==> src/hw/rtl/ilid_pkg.sv <==
// ---------------------------------------------------------------------------
// ilid_pkg
// Shared types and constants for the indexed list with insert and delete.
// ---------------------------------------------------------------------------
package ilid_pkg;

    localparam int POS_W  = 7;
    localparam int DATA_W = 32;
    localparam int CNT_W  = 7;

    typedef enum logic [1:0] {
        OP_INSERT = 2'd0,
        OP_DELETE = 2'd1,
        OP_GET    = 2'd2,
        OP_SET    = 2'd3
    } op_t;

    typedef enum logic [1:0] {
        ST_OK    = 2'd0,
        ST_RANGE = 2'd1,
        ST_FULL  = 2'd2
    } status_t;

    // broadcast to every cell of the row
    typedef struct packed {
        logic              ins;
        logic              del;
        logic              set;
        logic [POS_W-1:0]  pos;
        logic [DATA_W-1:0] value;
    } cell_cmd_t;

    typedef struct packed {
        logic             rd_en;
        logic [CNT_W-1:0] count;
        status_t          status;
    } ctrl_res_t;

endpackage

==> src/hw/rtl/ilid_cell.sv <==
// ---------------------------------------------------------------------------
// ilid_cell
// One list entry: loads from its lower neighbour on insert, from its upper
// neighbour on delete, or the broadcast word on a write that hits it.
// ---------------------------------------------------------------------------
module ilid_cell
    import ilid_pkg::*;
#(
    parameter int CMP_W = 7,
    parameter int INDEX = 0
)
(
    input  logic              clk,
    input  cell_cmd_t         cmd,
    input  logic [DATA_W-1:0] prev_data,
    input  logic [DATA_W-1:0] next_data,
    output logic [DATA_W-1:0] data,
    output logic              hit
);

    logic [DATA_W-1:0] data_reg;
    logic [DATA_W-1:0] data_next;
    logic [CMP_W-1:0]  idx_c;
    logic [CMP_W-1:0]  pos_c;
    logic              above;

    assign idx_c = CMP_W'(INDEX);
    assign pos_c = CMP_W'(cmd.pos);
    assign hit   = (idx_c == pos_c);
    assign above = (idx_c > pos_c);

    always_comb
    begin
        data_next = data_reg;
        if (cmd.ins)
        begin
            if (above)
                data_next = prev_data;
            else if (hit)
                data_next = cmd.value;
        end
        else if (cmd.del)
        begin
            if (above || hit)
                data_next = next_data;
        end
        else if (cmd.set && hit)
        begin
            data_next = cmd.value;
        end
    end

    always_ff @(posedge clk)
    begin
        data_reg <= data_next;
    end

    assign data = data_reg;

endmodule

==> config.mk <==
export PLATFORM = sky130hd
export DESIGN_NAME = ilid_cell
export DESIGN_NICKNAME = d
export VERILOG_FILES = /design/src/hw/rtl/ilid_pkg.sv /design/src/hw/rtl/ilid_cell.sv
export SDC_FILE = /design/constraint.sdc
export NUM_CORES = 1
export LEC_CHECK = 0
export ABC_AREA = 1
export BUFFER_PORTS_ARGS = -buffer_cell sky130_fd_sc_hd__buf_2
export CAP_MARGIN = 30
export CORE_ASPECT_RATIO = 1.1
export CORE_MARGIN = 1
export CORE_UTILIZATION = 37
export CTS_BUF_LIST = sky130_fd_sc_hd__clkbuf_8 sky130_fd_sc_hd__clkbuf_16
export CTS_CLUSTER_DIAMETER = 40
export DETAILED_ROUTE_END_ITERATION = 12
export GPL_ROUTABILITY_DRIVEN = 0
export HOLD_SLACK_MARGIN = 0.03
export PLACE_DENSITY = 0.78
export RECOVER_POWER = 25
export SYNTH_ARGS = -nofsm -noshare
export SYNTH_HDL_FRONTEND = slang
export SYNTH_SLANG_ARGS = --single-unit
==> constraint.sdc <==
create_clock -name clk -period 3.5 [get_ports clk]
set_input_delay 0.7 -clock clk [delete_from_list [all_inputs] [get_ports clk]]
set_output_delay 0.7 -clock clk [all_outputs]
set_load 0.03 [all_outputs]
==> metrics <==
die height=slightly above 70 µm; final worst path period need=~2.5 ns; initial core utilization=0.3909; syn_area_per_cell=~10 µm²; highest fanout seen on the critical path=33; arrival time worst endpoint=roughly 2.6 ns; CTS Hold Bufs=0; largest net degree at the start of global routing=34; max cap viols=1; max-slew violation count=34; top cells by area, synth=edfxtp_1 61%, nand2_1 14%, nand3_1 10%, nand2_2 4.0%, buf_6 2.9%; nets=367; Worst Hold Class=in2reg; final hold vios=0; first-pass GRT wire length=around 5.5 mm; CP Cell Sequence=buf_2, clkbuf_1, nand2_8, nand2_1, nand2_1; post-synth top area cell=edfxtp_1; P per Cell Area=about 370 nW/µm²; fmax=between 300 and 400 MHz; Cell variety after synth=12; sequential-to-total area share from yosys stat=0.6110; Clk network pwr share=0.323; synthesized flop and latch total=32; post-DR vias/cell=between 4 and 5; CP startpoint kind=input port; Reg clk slew, reported paths=0.06 ns; slew of the pin with the lowest slew margin=about 1.7 ns; CP required=3.52 ns; Reg power frac=0.545; post-synthesis cell count=155; DRC viols=0; final setup TNS=0 ns; clock buffer count from CTS=5; top_reg_cell synth=edfxtp_1; area of the core=~4000 µm²; max reg flops=32; DRT Pass-1 Iters=4; initial antenna violation count=0; slowest cell delay on critical path=1.19 ns; fraction of layout cells with a size suffix above 1=0.3985; CTS resizes=0; hold worst-path end=data[21]; Switch Pwr=approximately 0.00018 W; cell mode on critical path=nand2_1; GRT Residual Overflow=0; Largest delay share family, worst path=buffers and inverters; failing checks=max-capacitance violations, max-slew violations; cell area after synthesis=1573 µm²; CP Capture Type=register; Synth warnings=0; RSZ-0062 raised after global routing=false; HP Start=cmd[21]; # diodes=0; number of flops mapped to enable cells by yosys=32; final std cells w/o fill=~310; worst hold path cell count=3; final worst path period share=0.7205; relative slew slack=-0.1018; port buffer count=around 110; 1st-iter DRT viols=70; die area=around 4500 µm²; global-route usage over all layers=0.1619; Die X=about 64 µm; syn_nets=262; clock sinks=32; Layout Utilization=0.5308; Crit Path Class=in2reg; worst hold slack=0.6861 ns; combinational share of power=0.132; P&R area growth vs syn=35.80%; setup violators final=0; P_leak=slightly above 1 nW; vias in the first global route=1289; Final HPWL DP=2.492 mm; Buf+Inv Stages, Crit Path=2; most frequent cell after synthesis=nand2_1; slowest stage cell, crit path=clkbuf_1; ANT nets after route=0; top-area cell type share of the netlist area=0.6110; status=finished, violations left; Commonest cells post-synth=58 x nand2_1, 32 x edfxtp_1, 32 x nand3_1; DR WL/cell=roughly 11 µm; Root Buffer=clkbuf_8; Cell Rows=24; Sw Ratio=0.2262; ys async rst share=0; # IOs=140; placed cells=~310; buffer levels on the longest clock path=2; Vias=about 1400; post-CTS setup buffers=0; Pint=0.0006080 W; Routed WL=roughly 3.6 mm; CTS tree=done; H-tree Lvls=2; Peak VDD IR=between 0.15 and 0.2 mV
==> through the flow <==
step | setup slack [ns] | total power, W | instance area [µm²]
floorplan | 0.7890 | 0.0004991 | 1573
global placement | 1.320 | 0.0005384 | 2086
detailed placement | 1.285 | 0.0005417 | 2086
CTS | 1.444 | 0.0007966 | 2166
global route | 0.7732 | 0.0008266 | 2136
finish | 0.9783 | 0.0007858 | 2136
==> worst max-delay path by stage <==
| stage | from | end | slack (ns) | cells after the start |
|---|---|---|---|---|
| 2_1_floorplan | cmd[38] | data[0] | 0.79 | 5 |
| 3_3_place_gp | cmd[38] | data[16] | 1.32 | 6 |
| 3_5_place_dp | cmd[37] | data[16] | 1.28 | 6 |
| 4_1_cts | cmd[37] | hit | 1.44 | 7 |
| 5_1_grt | cmd[40] | data[26] | 0.77 | 5 |
| 6_report | cmd[40] | data[16] | 0.98 | 5 |
==> logic make-up (layout without fill, tap and decap cells) <==
group,count (synthesis),in the layout,share of synthesized area
AND/OR/NAND/NOR,105,105,0.3031
flip-flops,32,32,0.6110
buffers and inverters,18,124,0.08593
==> power by group through the flow <==
stage / sequential [W] / clock [W] / combinational, W
2_1_floorplan: 0.000441 / 0 / 0.0000580
3_3_place_gp: 0.000436 / 0 / 0.000102
3_5_place_dp: 0.000436 / 0 / 0.000105
4_1_cts: 0.000428 / 0.000263 / 0.000106
5_1_grt: 0.000428 / 0.000281 / 0.000117
6_report: 0.000428 / 0.000254 / 0.000104
==> final cells by class <==
cell class                 count  area, µm²
sequential                    32      960.9
multi-input combinational    105      484.2
tap                           52      65.06
clock buffer                   5      68.82
inverter                       8      32.53
timing repair buffer         108      513.0
clock inverter                 3      11.26
fill                         412       1888
==> cell usage in the layout (no fill, tap or decap) <==
cell	Yosys	routed
buf_2	0	86
nand2_1	58	58
nand3_1	32	32
edfxtp_1	32	32
clkbuf_1	0	22
nand2_2	10	10
inv_1	7	9
clkbuf_8	0	5
nor2_1	3	2
inv_4	1	1
nand2_8	1	1
nor3_1	1	1
nor2_4	0	1
clkinv_1	0	1
==> metal layers <==
metal  vias to the layer above  global-route usage  routed length [µm]
met5                         -                   0                   0
li1                        727                   -                   -
met4                         0             0.06667                  53
met3                         6             0.05882                 313
met2                        69              0.3180                1922
met1                       599              0.1438                1282
(Power assumes the default switching activity.)
