`config.mk`:
```
export PLATFORM = sky130hd
export DESIGN_NAME = ilid_ctrl
export DESIGN_NICKNAME = d
export VERILOG_FILES = /design/src/hw/rtl/ilid_pkg.sv /design/src/hw/rtl/ilid_ctrl.sv
export SDC_FILE = /design/constraint.sdc
export NUM_CORES = 1
export LEC_CHECK = 0
export ABC_CLOCK_PERIOD_IN_PS = 3800
export BUFFER_PORTS_ARGS = -buffer_cell sky130_fd_sc_hd__buf_4
export CAP_MARGIN = 30
export CORE_UTILIZATION = 40
export CTS_CLUSTER_DIAMETER = 200
export CTS_CLUSTER_SIZE = 8
export DETAILED_ROUTE_END_ITERATION = 7
export PLACE_DENSITY = 0.91
export SYNTH_ARGS = -nofsm -noshare
export SYNTH_HDL_FRONTEND = slang
export SYNTH_SLANG_ARGS = --single-unit
```
`constraint.sdc`:
```
create_clock -name clk -period 3.8 [get_ports clk]
set_input_delay 0.57 -clock clk [delete_from_list [all_inputs] [get_ports clk]]
set_output_delay 0.57 -clock clk [all_outputs]
set_load 0.005 [all_outputs]
```
`src/hw/rtl/ilid_pkg.sv`:
```
// ---------------------------------------------------------------------------
// ilid_pkg
// Shared types and constants for the indexed list with insert and delete.
// ---------------------------------------------------------------------------
package ilid_pkg;

    localparam int POS_W  = 7;
    localparam int DATA_W = 32;
    localparam int CNT_W  = 7;

    typedef enum logic [1:0] {
        OP_INSERT = 2'd0,
        OP_DELETE = 2'd1,
        OP_GET    = 2'd2,
        OP_SET    = 2'd3
    } op_t;

    typedef enum logic [1:0] {
        ST_OK    = 2'd0,
        ST_RANGE = 2'd1,
        ST_FULL  = 2'd2
    } status_t;

    // broadcast to every cell of the row
    typedef struct packed {
        logic              ins;
        logic              del;
        logic              set;
        logic [POS_W-1:0]  pos;
        logic [DATA_W-1:0] value;
    } cell_cmd_t;

    typedef struct packed {
        logic             rd_en;
        logic [CNT_W-1:0] count;
        status_t          status;
    } ctrl_res_t;

endpackage

```
`src/hw/rtl/ilid_ctrl.sv`:
```
// ---------------------------------------------------------------------------
// ilid_ctrl
// Entry count, range and full checks, and the command broadcast to the row.
// ---------------------------------------------------------------------------
module ilid_ctrl
    import ilid_pkg::*;
#(
    parameter int LIST_DEPTH = 64
)
(
    input  logic              clk,
    input  logic              rst_n,
    input  logic              fire,
    input  op_t               op,
    input  logic [POS_W-1:0]  pos,
    input  logic [DATA_W-1:0] value,
    output cell_cmd_t         cmd,
    output ctrl_res_t         res
);

    localparam int NUM_W = $clog2(LIST_DEPTH + 1);
    localparam int W     = (NUM_W > POS_W) ? NUM_W : POS_W;

    logic [NUM_W-1:0] count_reg;
    logic [NUM_W-1:0] count_next;
    logic [W-1:0]     pos_w;
    logic [W-1:0]     count_w;
    logic [W-1:0]     count_after;
    logic             full;
    status_t          status;
    logic             ok;

    assign pos_w   = W'(pos);
    assign count_w = W'(count_reg);
    assign full    = (count_w == W'(LIST_DEPTH));

    always_comb
    begin
        status = ST_OK;
        unique case (op)
            OP_INSERT:
            begin
                if (pos_w > count_w)
                    status = ST_RANGE;
                else if (full)
                    status = ST_FULL;
            end
            OP_DELETE, OP_GET, OP_SET:
            begin
                if (pos_w >= count_w)
                    status = ST_RANGE;
            end
            default: status = ST_RANGE;
        endcase
    end

    assign ok        = (status == ST_OK);
    assign cmd.ins   = fire && ok && (op == OP_INSERT);
    assign cmd.del   = fire && ok && (op == OP_DELETE);
    assign cmd.set   = fire && ok && (op == OP_SET);
    assign cmd.pos   = pos;
    assign cmd.value = value;

    always_comb
    begin
        count_next = count_reg;
        if (cmd.ins)
            count_next = count_reg + NUM_W'(1);
        else if (cmd.del)
            count_next = count_reg - NUM_W'(1);
    end

    always_ff @(posedge clk or negedge rst_n)
    begin
        if (!rst_n)
            count_reg <= '0;
        else
            count_reg <= count_next;
    end

    assign count_after = W'(count_next);
    assign res.rd_en   = ok && (op == OP_GET);
    assign res.count   = count_after[CNT_W-1:0];
    assign res.status  = status;

endmodule

```
==> impl_metrics.csv, run 1 <==
group,metric,value,unit
outcome,status,"complete, no violations",
drt,drt-total-wl,2360,um
sta,tightest_slew,0.499,ns
synthesis,syn-num-nets,179,
clock_network,insertion_delay,0.25,ns
worst_setup_path,r2r_cells,7,
synthesis,syn-cell-area,0.00104,sq mm
worst_setup_path,crit_fanout,9,
clock_network,clockRootBuffer,"clkbuf_4",
floorplan,coreArea,0.00248,sq mm
global_route,antenna_found_initial,0,
min_path,hp-class,"primary input to async pin",
sta,fmax,339,MHz
placement,dp_hpwl,1990,um
sta,setup_viol,0,
synthesis,synth_area_leader_cell,"buf_4",
sta,hold_viol,0,
worst_setup_path,crit_type,"register to output pin",
sta,drv_slew,0,
synthesis,yosysUniqueCellTypes,33,
drt,drtAntennaViolNets,0,
floorplan,row_count,18,
drt,drc,0,
worst_setup_path,reg2reg_to,"count_reg[1]$_DFF_PN0_",
power_and_ir_drop,ir_drop,310,uV
worst_setup_path,reg2reg_setup_slack,1.73,ns
floorplan,die_x,53.0,um
power_and_ir_drop,total_power,638,uW
sta,fin_skew,0.00415,ns
synthesis,synth.top_cell.area_share,28.1,%
final_layout,syn_to_final_growth,-0.721,%
floorplan,die-height,53.0,um
placement,gp_congestion,0.829,
drt,maxUsedRoutingLayer,"met4",
floorplan,start_util,42.1,%
synthesis,synth_ff_type,"dfrtp_1",
sta,holdWs,0.121,ns
global_route,grt_pass1_vias,792,
worst_setup_path,worstPathArrival,2.38,ns
synthesis,synth.yosys.warnings,0,
worst_setup_path,r2r_start,"count_reg[4]$_DFF_PN0_",
sta,rsz0062_at_grt,"false",
floorplan,pin_count,96,
global_route,grt_pass1_wl,3530,um
clock_network,ctsResizeCount,0,
final_layout,n_antenna_cell,0,
floorplan,die_area,0.00281,sq mm
final_layout,drive_gt1_share,35.8,%
synthesis,ys_async_sr_fraction,100,%
power_and_ir_drop,p_leak,0.000499,uW
drt,wl_met3,257,um
synthesis,syn_inst,125,
drt,wl_met2,1250,um
clock_network,post_cts_buffers,0,
placement,numPortBuffers,31,
drt,initialDrtViolationCount,10,
worst_setup_path,cp.required,3.23,ns
drt,routedWlPerCell,15.8,um
synthesis,seq_area_frac_synth,16.8,%
global_route,overflow,0,
drt,viasPerCell,5.37,
clock_network,numCtsBuffers,3,
clock_network,cts_tree,"built",
global_route,grt_max_degree,12,
synthesis,synth.avg_cell_area,8.34,sq um
clock_network,clk_path_buf_depth,2,
global_route,track_usage,16.9,%
sta,fin_tns_setup,0,ns
worst_setup_path,end_kind,"output pin",
worst_setup_path,cp-start-kind,"register",
synthesis,synth_edf_count,0,
final_layout,layout.nets,175,
clock_network,cts_sinks,7,
power_and_ir_drop,powerDensity,616,mW/mm^2
drt,wl_met1,852,um
sta,period_needed,2.95,ns
drt,first_pass_iters,4,
synthesis,ys_seq_elements,7,
sta,finalCritPeriodShare,77.6,%
sta,slew_headroom,66.4,%
drt,vias,805,
placement,pre_cts_ws,0.963,ns
clock_network,htreeDepth,1,
synthesis,synth_area_leaders,"buf_4 28%, dfrtp_1 17%, ha_1 12%, xnor2_1 5.9%, inv_1 3.6%",
sta,setup_ws,0.850,ns
final_layout,largest_reg_flops,7,
run,maxCapViolCount,0,
clock_network,cts.clk_slew.worst_paths,0.05,ns
clock_network,cts_hold_buf,0,
-- metal layers --
metal | GRT usage, % | vias up
li1 | - | 380
met1 | 17.7 | 370
met2 | 32.3 | 53
met3 | 5.75 | 2
met4 | 3.07 | 0
met5 | 0 | -
-- logic make-up after synthesis --
kind of cell	synth area share [%]
compound gates	13.6
xor+xnor	5.88
fa+ha+maj	12.0
buf+inv	32.8
flops	16.8
mux	2.04
simple gates	16.9
-- placed cells by master (no fill, tap or decap), drive strengths merged, types with 4 or more instances in the layout --
cell     n
xnor2    7
nand2    5
inv     10
a21oi    8
clkbuf   4
buf     31
nor2     8
dfrtp    7
o21ai    5
ha      10
-- stage by stage --
| stage | instance area (sq um) | instances | util, % |
|---|---|---|---|
| 2_1_floorplan | 1040 | 125 | - |
| 3_3_place_gp | 1010 | 146 | 40.7 |
| 3_5_place_dp | 1010 | 146 | 40.7 |
| 4_1_cts | 1030 | 150 | 41.8 |
| 5_1_grt | 1030 | 150 | 41.8 |
| 6_report | 1030 | 150 | 41.8 |
-- worst max path at each step --
stage | startpoint | end | slack (ns) | depth (start not counted)
after floorplan | pos[0] | res[6] | 1.33 | 7
after global placement | pos[0] | res[6] | 1.03 | 9
after detailed placement | pos[6] | res[8] | 0.96 | 8
after CTS | count_reg[4]$_DFF_PN0_ | res[3] | 0.86 | 8
after global routing | count_reg[3]$_DFF_PN0_ | res[8] | 0.67 | 8
final | count_reg[4]$_DFF_PN0_ | res[3] | 0.85 | 8
-- synthesized netlist by cell type (2+ instances only) --
master / count
nor3_1: 2
a21oi_1: 7
and4b_1: 2
nand2_1: 5
xnor2_1: 7
dfrtp_1: 7
nand3_1: 2
nand4_1: 3
nor2_1: 6
o21ai_0: 3
ha_1: 10
inv_1: 10
nor2_2: 2
o211ai_1: 2
buf_4: 39
-- power by group --
group / total (uW) / switching, uW / internal [uW]
sequential: 172 / 61.6 / 110
clock: 67.1 / 27.0 / 40.0
combinational: 399 / 198 / 201
-- area by class of cell --
type                       count  area (sq um)
sequential                     7           175
timing repair buffer          31           233
tap                           30          37.5
inverter                      10          37.5
fill                         260          1440
multi-input combinational     68           526
clock buffer                   4          26.3
-- worst max-delay path, cell delays in order (launching register included) --
cell and delay, ns:
dfrtp_1 0.47, inv_1 0.07, ha_1 0.30, a21oi_1 0.06
o21ai_0 0.41, a21oi_4 0.12, o21ai_2 0.26, mux2i_1 0.29
buf_4 0.15
Note: power is estimated with default switching activity, not from simulation.
==> run 2, diff against run 1 <==
--- a/config.mk
+++ b/config.mk
@@ -5,14 +5,15 @@
 export SDC_FILE = /design/constraint.sdc
 export NUM_CORES = 1
 export LEC_CHECK = 0
-export ABC_CLOCK_PERIOD_IN_PS = 3800
+export ABC_AREA = 1
+export ABC_CLOCK_PERIOD_IN_PS = 2600
 export BUFFER_PORTS_ARGS = -buffer_cell sky130_fd_sc_hd__buf_4
 export CAP_MARGIN = 30
-export CORE_UTILIZATION = 40
+export CORE_UTILIZATION = 34
 export CTS_CLUSTER_DIAMETER = 200
 export CTS_CLUSTER_SIZE = 8
 export DETAILED_ROUTE_END_ITERATION = 7
-export PLACE_DENSITY = 0.91
+export PLACE_DENSITY = 0.82
 export SYNTH_ARGS = -nofsm -noshare
 export SYNTH_HDL_FRONTEND = slang
 export SYNTH_SLANG_ARGS = --single-unit
==> constraint.sdc (replaced) <==
create_clock -name clk -period 2.6 [get_ports clk]
set_input_delay 0.39 -clock clk [delete_from_list [all_inputs] [get_ports clk]]
set_output_delay 0.39 -clock clk [all_outputs]
set_load 0.005 [all_outputs]
==> run 2 against run 1 <==
First-iteration DRC count increased by 90%; synthesized cell count increased by 19%; clock skew decreased by 0.0019 ns; clock power increased by 43%; core utilization increased by 4.1 points; sequential share of layout area decreased by 4.3 points; non-clock buffer count increased by 17; largest power group unchanged; total power increased by 95%.
==> impl_metrics.csv, run 2 <==
group,metric,value,unit
worst_setup_path,cp.required,2.21,ns
sta,drv_slew,0,
synthesis,synth.avg_cell_area,7.22,sq um
worst_setup_path,critPathTopFamily,"simple AND/OR/NAND/NOR gates",
worst_setup_path,r2r_cells,12,
clock_network,cts.clk_slew.worst_paths,0.05,ns
power_and_ir_drop,powerDensity,896,mW/mm^2
worst_setup_path,worstPathArrival,2.14,ns
sta,hold_viol,0,
drt,first_pass_iters,4,
clock_network,clk_path_buf_depth,2,
synthesis,syn-cell-area,0.00108,sq mm
global_route,antenna_found_initial,0,
synthesis,synth.yosys.warnings,0,
power_and_ir_drop,p_leak,0.000723,uW
worst_setup_path,crit_slowest_cell,"dfrtp_1",
worst_setup_path,end_kind,"output pin",
clock_network,cts_sinks,7,
synthesis,syn-num-nets,203,
worst_setup_path,r2r_start,"count_reg[3]$_DFF_PN0_",
power_and_ir_drop,seqPwrFrac,16.9,%
worst_setup_path,cp-start-kind,"register",
run,maxCapViolCount,0,
outcome,status,"complete, no violations",
drt,vias,902,
final_layout,largest_reg_flops,7,
synthesis,ys_async_sr_fraction,100,%
placement,gp_congestion,0.900,
clock_network,cts_tree,"built",
worst_setup_path,reg2reg_to,"count_reg[1]$_DFF_PN0_",
sta,setup_viol,0,
worst_setup_path,path_cells,"inv_2 -> ha_4 -> nand2_2 -> nor2_4 -> nand3_2 -> nand2_2 -> nand2_4 -> nor2_8 -> nand2_4 -> o21ai_2 -> nand2_1 -> buf_4",
drt,routedWlPerCell,11.5,um
clock_network,insertion_delay,0.25,ns
drt,initialDrtViolationCount,19,
drt,viasPerCell,4.38,
worst_setup_path,reg2reg_setup_slack,0.61,ns
power_and_ir_drop,p_sw_share,45.0,%
global_route,grt_pass1_wl,3400,um
final_layout,nFillCells,296,
worst_setup_path,crit_fanout,6,
clock_network,numCtsBuffers,3,
synthesis,synth_area_leader_cell,"buf_4",
synthesis,syn_inst,149,
floorplan,pin_count,96,
sta,period_needed,2.53,ns
synthesis,synth_edf_count,0,
worst_setup_path,crit_type,"register to output pin",
placement,dp_hpwl,1700,um
final_layout,drive_gt1_share,57.4,%
final_layout,final_common_cell,"buf_4",
clock_network,htreeDepth,1,
sta,slew_headroom,70.1,%
synthesis,synth.top_cell.area_share,27.2,%
clock_network,clockRootBuffer,"clkbuf_4",
floorplan,start_util,35.5,%
sta,fmax,395,MHz
floorplan,die-height,58.3,um
drt,drt-total-wl,2370,um
power_and_ir_drop,total_power,1250,uW
synthesis,synth_ff_type,"dfrtp_1",
floorplan,coreArea,0.00303,sq mm
floorplan,die_x,58.3,um
synthesis,synth_area_leaders,"buf_4 27%, dfrtp_1 16%, ha_1 12%, nand2_1 9.1%, inv_1 7.0%",
final_layout,syn_to_final_growth,29.2,%
final_layout,layout.nets,217,
sta,finalCritPeriodShare,97.4,%
drt,drc,0,
power_and_ir_drop,ir_drop,462,uV
floorplan,row_count,20,
synthesis,synth_most_common_cell,"buf_4",
synthesis,yosysUniqueCellTypes,23,
synthesis,seq_area_frac_synth,16.3,%
power_and_ir_drop,switchingPower,560,uW
synthesis,yosys-top-cells-count,"39 x buf_4, 26 x nand2_1, 20 x inv_1",
sta,holdWs,0.494,ns
power_and_ir_drop,p_int,685,uW
global_route,track_usage,13.0,%
global_route,overflow,0,
floorplan,die_area,0.00339,sq mm
global_route,grt_max_degree,8,
power_and_ir_drop,p_comb_share,75.4,%
power_and_ir_drop,clockPowerShare,7.7,%
global_route,grt_pass1_vias,824,
min_path,hp-class,"primary input to async pin",
final_layout,n_antenna_cell,0,
final_layout,mostFrequentLayoutCells,"46 x buf_4, 17 x nand2_1, 14 x inv_1, 9 x inv_2, 8 x nand2_2",
placement,numPortBuffers,31,
worst_setup_path,cp_num_buf_inv,2,
drt,drtAntennaViolNets,0,
sta,rsz0062_at_grt,"true",
synthesis,ys_seq_elements,7,
sta,tightest_slew,0.447,ns
worst_setup_path,slowest_delay,0.39,ns
sta,fin_skew,0.00229,ns
[run 2: cell count changes after synthesis, moves of 3 or more]
| cell | change |
|---|---|
| nand2_1 | +21 |
| nand2_2 | +3 |
| inv_2 | +3 |
| inv_1 | +10 |
| xor2_1 | +7 |
| xnor2_1 | -7 |
[run 2: worst max path at each step]
| stage | endpoint | slack [ns] | start | cells past startpoint |
|---|---|---|---|---|
| final | res[3] | 0.07 | count_reg[3]$_DFF_PN0_ | 12 |
| after global routing | res[3] | -0.08 | count_reg[3]$_DFF_PN0_ | 12 |
| after CTS | res[5] | 0.02 | count_reg[6]$_DFF_PN0_ | 12 |
| after detailed placement | res[5] | 0.21 | count_reg[5]$_DFF_PN0_ | 12 |
| after global placement | res[6] | 0.28 | pos[6] | 12 |
| after floorplan | res[6] | 0.58 | count_reg[2]$_DFF_PN0_ | 11 |
[run 2: layout make-up]
| class | count | area [sq um] | area share, % |
|---|---|---|---|
| sequential | 7 | 175 | 12.6 |
| inverter | 23 | 86.3 | 6.21 |
| clock buffer | 4 | 26.3 | 1.89 |
| timing repair buffer | 48 | 367 | 26.4 |
| multi-input combinational | 80 | 681 | 49.0 |
| tap | 44 | 55.1 | 3.96 |
[run 2: what timing repair did]
item	in CTS	in global routing
endpoints found under the setup margin	4	7
pin swaps	0	17
cloned	0	0
resized for setup	1	33
hold endpoints to repair	7	0
setup buffers	2	14
hold buffers	1	0
[run 2: logic make-up after synthesis]
family,synth area share [%]
AOI/OAI and AO/OA,5.00
adders and majority gates,11.6
DFF,16.3
and+or+nand+nor,26.2
buffers and inverters,35.2
xor gates and xnor gates,5.70
[run 2: power groups by stage]
stage,logic [uW],clock network (uW),registers [uW]
finish,939,96.0,210
floorplan,430,0,205
global placement,586,0,218
global route,1040,107,215
detailed placement,596,0,222
CTS,642,103,207
[run 2: stage by stage]
step                      setup slack [ns]  cell area (sq um)  TNS [ns]  instances  utilization [%]
after floorplan                      0.579               1080         0        149                -
after global placement               0.275               1070         0        185             35.4
after detailed placement             0.214               1070         0        185             35.4
after CTS                           0.0174               1130         0        192             37.3
after global routing               -0.0780               1390    -0.310        206             45.9
final                               0.0685               1390         0        206             45.9
[run 2: layer usage]
layer | vias up | share of wire [%] | global-route usage (%)
met1 | 418 | 42 | 16.0
met2 | 36 | 52 | 21.8
met5 | - | 0 | 0
met4 | 0 | 0.25 | 6.12
met3 | 4 | 6.0 | 2.46
li1 | 444 | - | -
==> run 3, diff against run 2 <==
--- a/config.mk
+++ b/config.mk
@@ -14,6 +14,7 @@
 export CTS_CLUSTER_SIZE = 8
 export DETAILED_ROUTE_END_ITERATION = 7
 export PLACE_DENSITY = 0.82
+export REMOVE_ABC_BUFFERS = 1
 export SYNTH_ARGS = -nofsm -noshare
 export SYNTH_HDL_FRONTEND = slang
 export SYNTH_SLANG_ARGS = --single-unit
==> run 3 against run 2 <==
Clock skew is 0.0021 ns lower; via count rose by 4.3%; combinational power decreased by 9.4%; non-clock buffer count is 5 lower; sequential cell count did not move; clock-buffer cell count stayed put; setup slack gained 0.014 ns; register-to-register slack about the same; sequential share of layout area rose by 1.1 points; hold slack better by 0.0095 ns; largest power group unchanged; highest routed layer unchanged.
==> impl_metrics.csv, run 3 (same netlist as run 2, synthesis figures left out) <==
group,metric,value,unit
clock_network,cts.clk_slew.worst_paths,0.05,ns
sta,setup_viol,0,
min_path,hp-class,"primary input to async pin",
outcome,status,"complete, no violations",
drt,vias,941,
drt,viasPerCell,4.68,
sta,rsz0062_at_grt,"true",
clock_network,cts_tree,"built",
worst_setup_path,cp.required,2.21,ns
sta,finalCritPeriodShare,96.8,%
placement,pre_cts_ws,0.202,ns
drt,initialDrtViolationCount,17,
drt,first_pass_iters,4,
sta,tightest_slew,0.486,ns
sta,fin_skew,0.000165,ns
sta,holdWs,0.503,ns
worst_setup_path,crit_fanout,6,
sta,period_needed,2.52,ns
placement,numPortBuffers,31,
clock_network,numCtsBuffers,3,
floorplan,die-height,58.3,um
worst_setup_path,critPathTopFamily,"simple AND/OR/NAND/NOR gates",
global_route,track_usage,18.8,%
global_route,overflow,0,
final_layout,mostFrequentLayoutCells,"42 x buf_4, 21 x nand2_1, 13 x inv_1, 10 x inv_2",
drt,routedWlPerCell,16.9,um
clock_network,cts_sinks,7,
worst_setup_path,r2r_cells,13,
drt,drt-total-wl,3410,um
clock_network,clockRootBuffer,"clkbuf_4",
placement,dp_hpwl,2640,um
floorplan,die_x,58.3,um
worst_setup_path,path_cells,"inv_2 -> ha_4 -> nand2_2 -> inv_1 -> a21oi_2 -> nand2_2 -> nand2_2 -> nand2_4 -> nor2_8 -> nand2_4 -> o21ai_2 -> nand2_1 -> buf_4",
sta,drv_slew,0,
worst_setup_path,worstPathArrival,2.13,ns
global_route,grt_pass1_vias,849,
sta,setup_ws,0.0830,ns
clock_network,htreeDepth,1,
final_layout,nFillCells,302,
power_and_ir_drop,ir_drop,457,uV
placement,gp_congestion,0.867,
drt,drc,0,
final_layout,fin_util,42.3,%
worst_setup_path,cp_num_buf_inv,3,
worst_setup_path,reg2reg_setup_slack,0.61,ns
final_layout,layout.nets,212,
worst_setup_path,crit_slowest_cell,"dfrtp_1",
final_layout,drive_gt1_share,51.0,%
placement,placed_cell_area,0.00107,sq mm
power_and_ir_drop,p_leak,0.000662,uW
worst_setup_path,slowest_delay,0.39,ns
worst_setup_path,cp-start-kind,"register",
sta,fmax,397,MHz
global_route,grt_max_degree,8,
clock_network,insertion_delay,0.24,ns
global_route,antenna_found_initial,0,
floorplan,die_area,0.00339,sq mm
worst_setup_path,r2r_start,"count_reg[6]$_DFF_PN0_",
final_layout,syn_to_final_growth,19.0,%
power_and_ir_drop,powerDensity,901,mW/mm^2
floorplan,coreArea,0.00303,sq mm
global_route,grt_pass1_wl,4460,um
final_layout,final_common_cell,"buf_4",
sta,hold_viol,0,
final_layout,fin_area,0.00128,sq mm
clock_network,clk_path_buf_depth,2,
worst_setup_path,reg2reg_to,"count_reg[1]$_DFF_PN0_",
worst_setup_path,crit_type,"register to output pin",
floorplan,start_util,35.5,%
final_layout,n_antenna_cell,0,
power_and_ir_drop,total_power,1150,uW
drt,drtAntennaViolNets,0,
worst_setup_path,end_kind,"output pin",
worst_setup_path,crit_top_cell,"nand2_2",
run,maxCapViolCount,0,
final_layout,largest_reg_flops,7,
sta,slew_headroom,67.5,%
floorplan,pin_count,96,
floorplan,row_count,20,
-- run 3: changes by cell type in the layout (fill, tap and decap cells not counted), sizes merged --
cell,previous run,this run
buf,47,42
-- run 3: where the power goes --
part           internal (uW)  switching, uW
logic                    410            441
registers                159           49.4
clock network           58.2           35.1
-- run 3: layout make-up --
cell class | instances | area (sq um) | share of cell area [%]
sequential | 7 | 175 | 13.7
timing repair buffer | 43 | 325 | 25.4
clock buffer | 4 | 26.3 | 2.05
inverter | 23 | 86.3 | 6.74
tap | 44 | 55.1 | 4.30
multi-input combinational | 80 | 612 | 47.8
-- run 3: worst max-delay path by stage --
stage / slack (ns) / cells past startpoint / startpoint / to
floorplan: 0.58 / 11 / count_reg[2]$_DFF_PN0_ / res[6]
CTS: 0.02 / 12 / count_reg[6]$_DFF_PN0_ / res[6]
finish: 0.08 / 13 / count_reg[6]$_DFF_PN0_ / res[3]
global route: -0.03 / 13 / count_reg[5]$_DFF_PN0_ / res[3]
detailed placement: 0.20 / 12 / pos[6] / res[4]
global placement: 0.23 / 12 / pos[6] / res[4]
-- run 3: worst reg2reg max path, delay by kind of cell, from the launching register on --
family / cells / cell delay [ns]
and+or+nand+nor: 7 / 0.70
DFF: 1 / 0.39
buffers and inverters: 3 / 0.30
AOI/OAI and AO/OA: 2 / 0.29
adders and majority gates: 1 / 0.21
-- run 3: metal layers --
layer | share of wire [%] | up-vias | GRT usage [%]
li1 | - | 439 | -
met1 | 39 | 431 | 23.2
met2 | 42 | 65 | 23.0
met3 | 18 | 6 | 16.7
met4 | 1.3 | 0 | 5.44
met5 | 0 | - | 3.17
-- run 3: metrics by stage --
stage / cells / setup TNS [ns]
finish: 201 / 0
global route: 201 / -0.0562
CTS: 192 / 0
detailed placement: 185 / 0
global placement: 185 / 0
floorplan: 110 / 0
-- run 3: timing repair --
action	in CTS	in global routing
endpoints found under the setup margin	2	7
pin swaps	0	11
buffers inserted	2	9
hold buffers	1	0
resized for setup	1	21
endpoints found under the hold margin	7	0
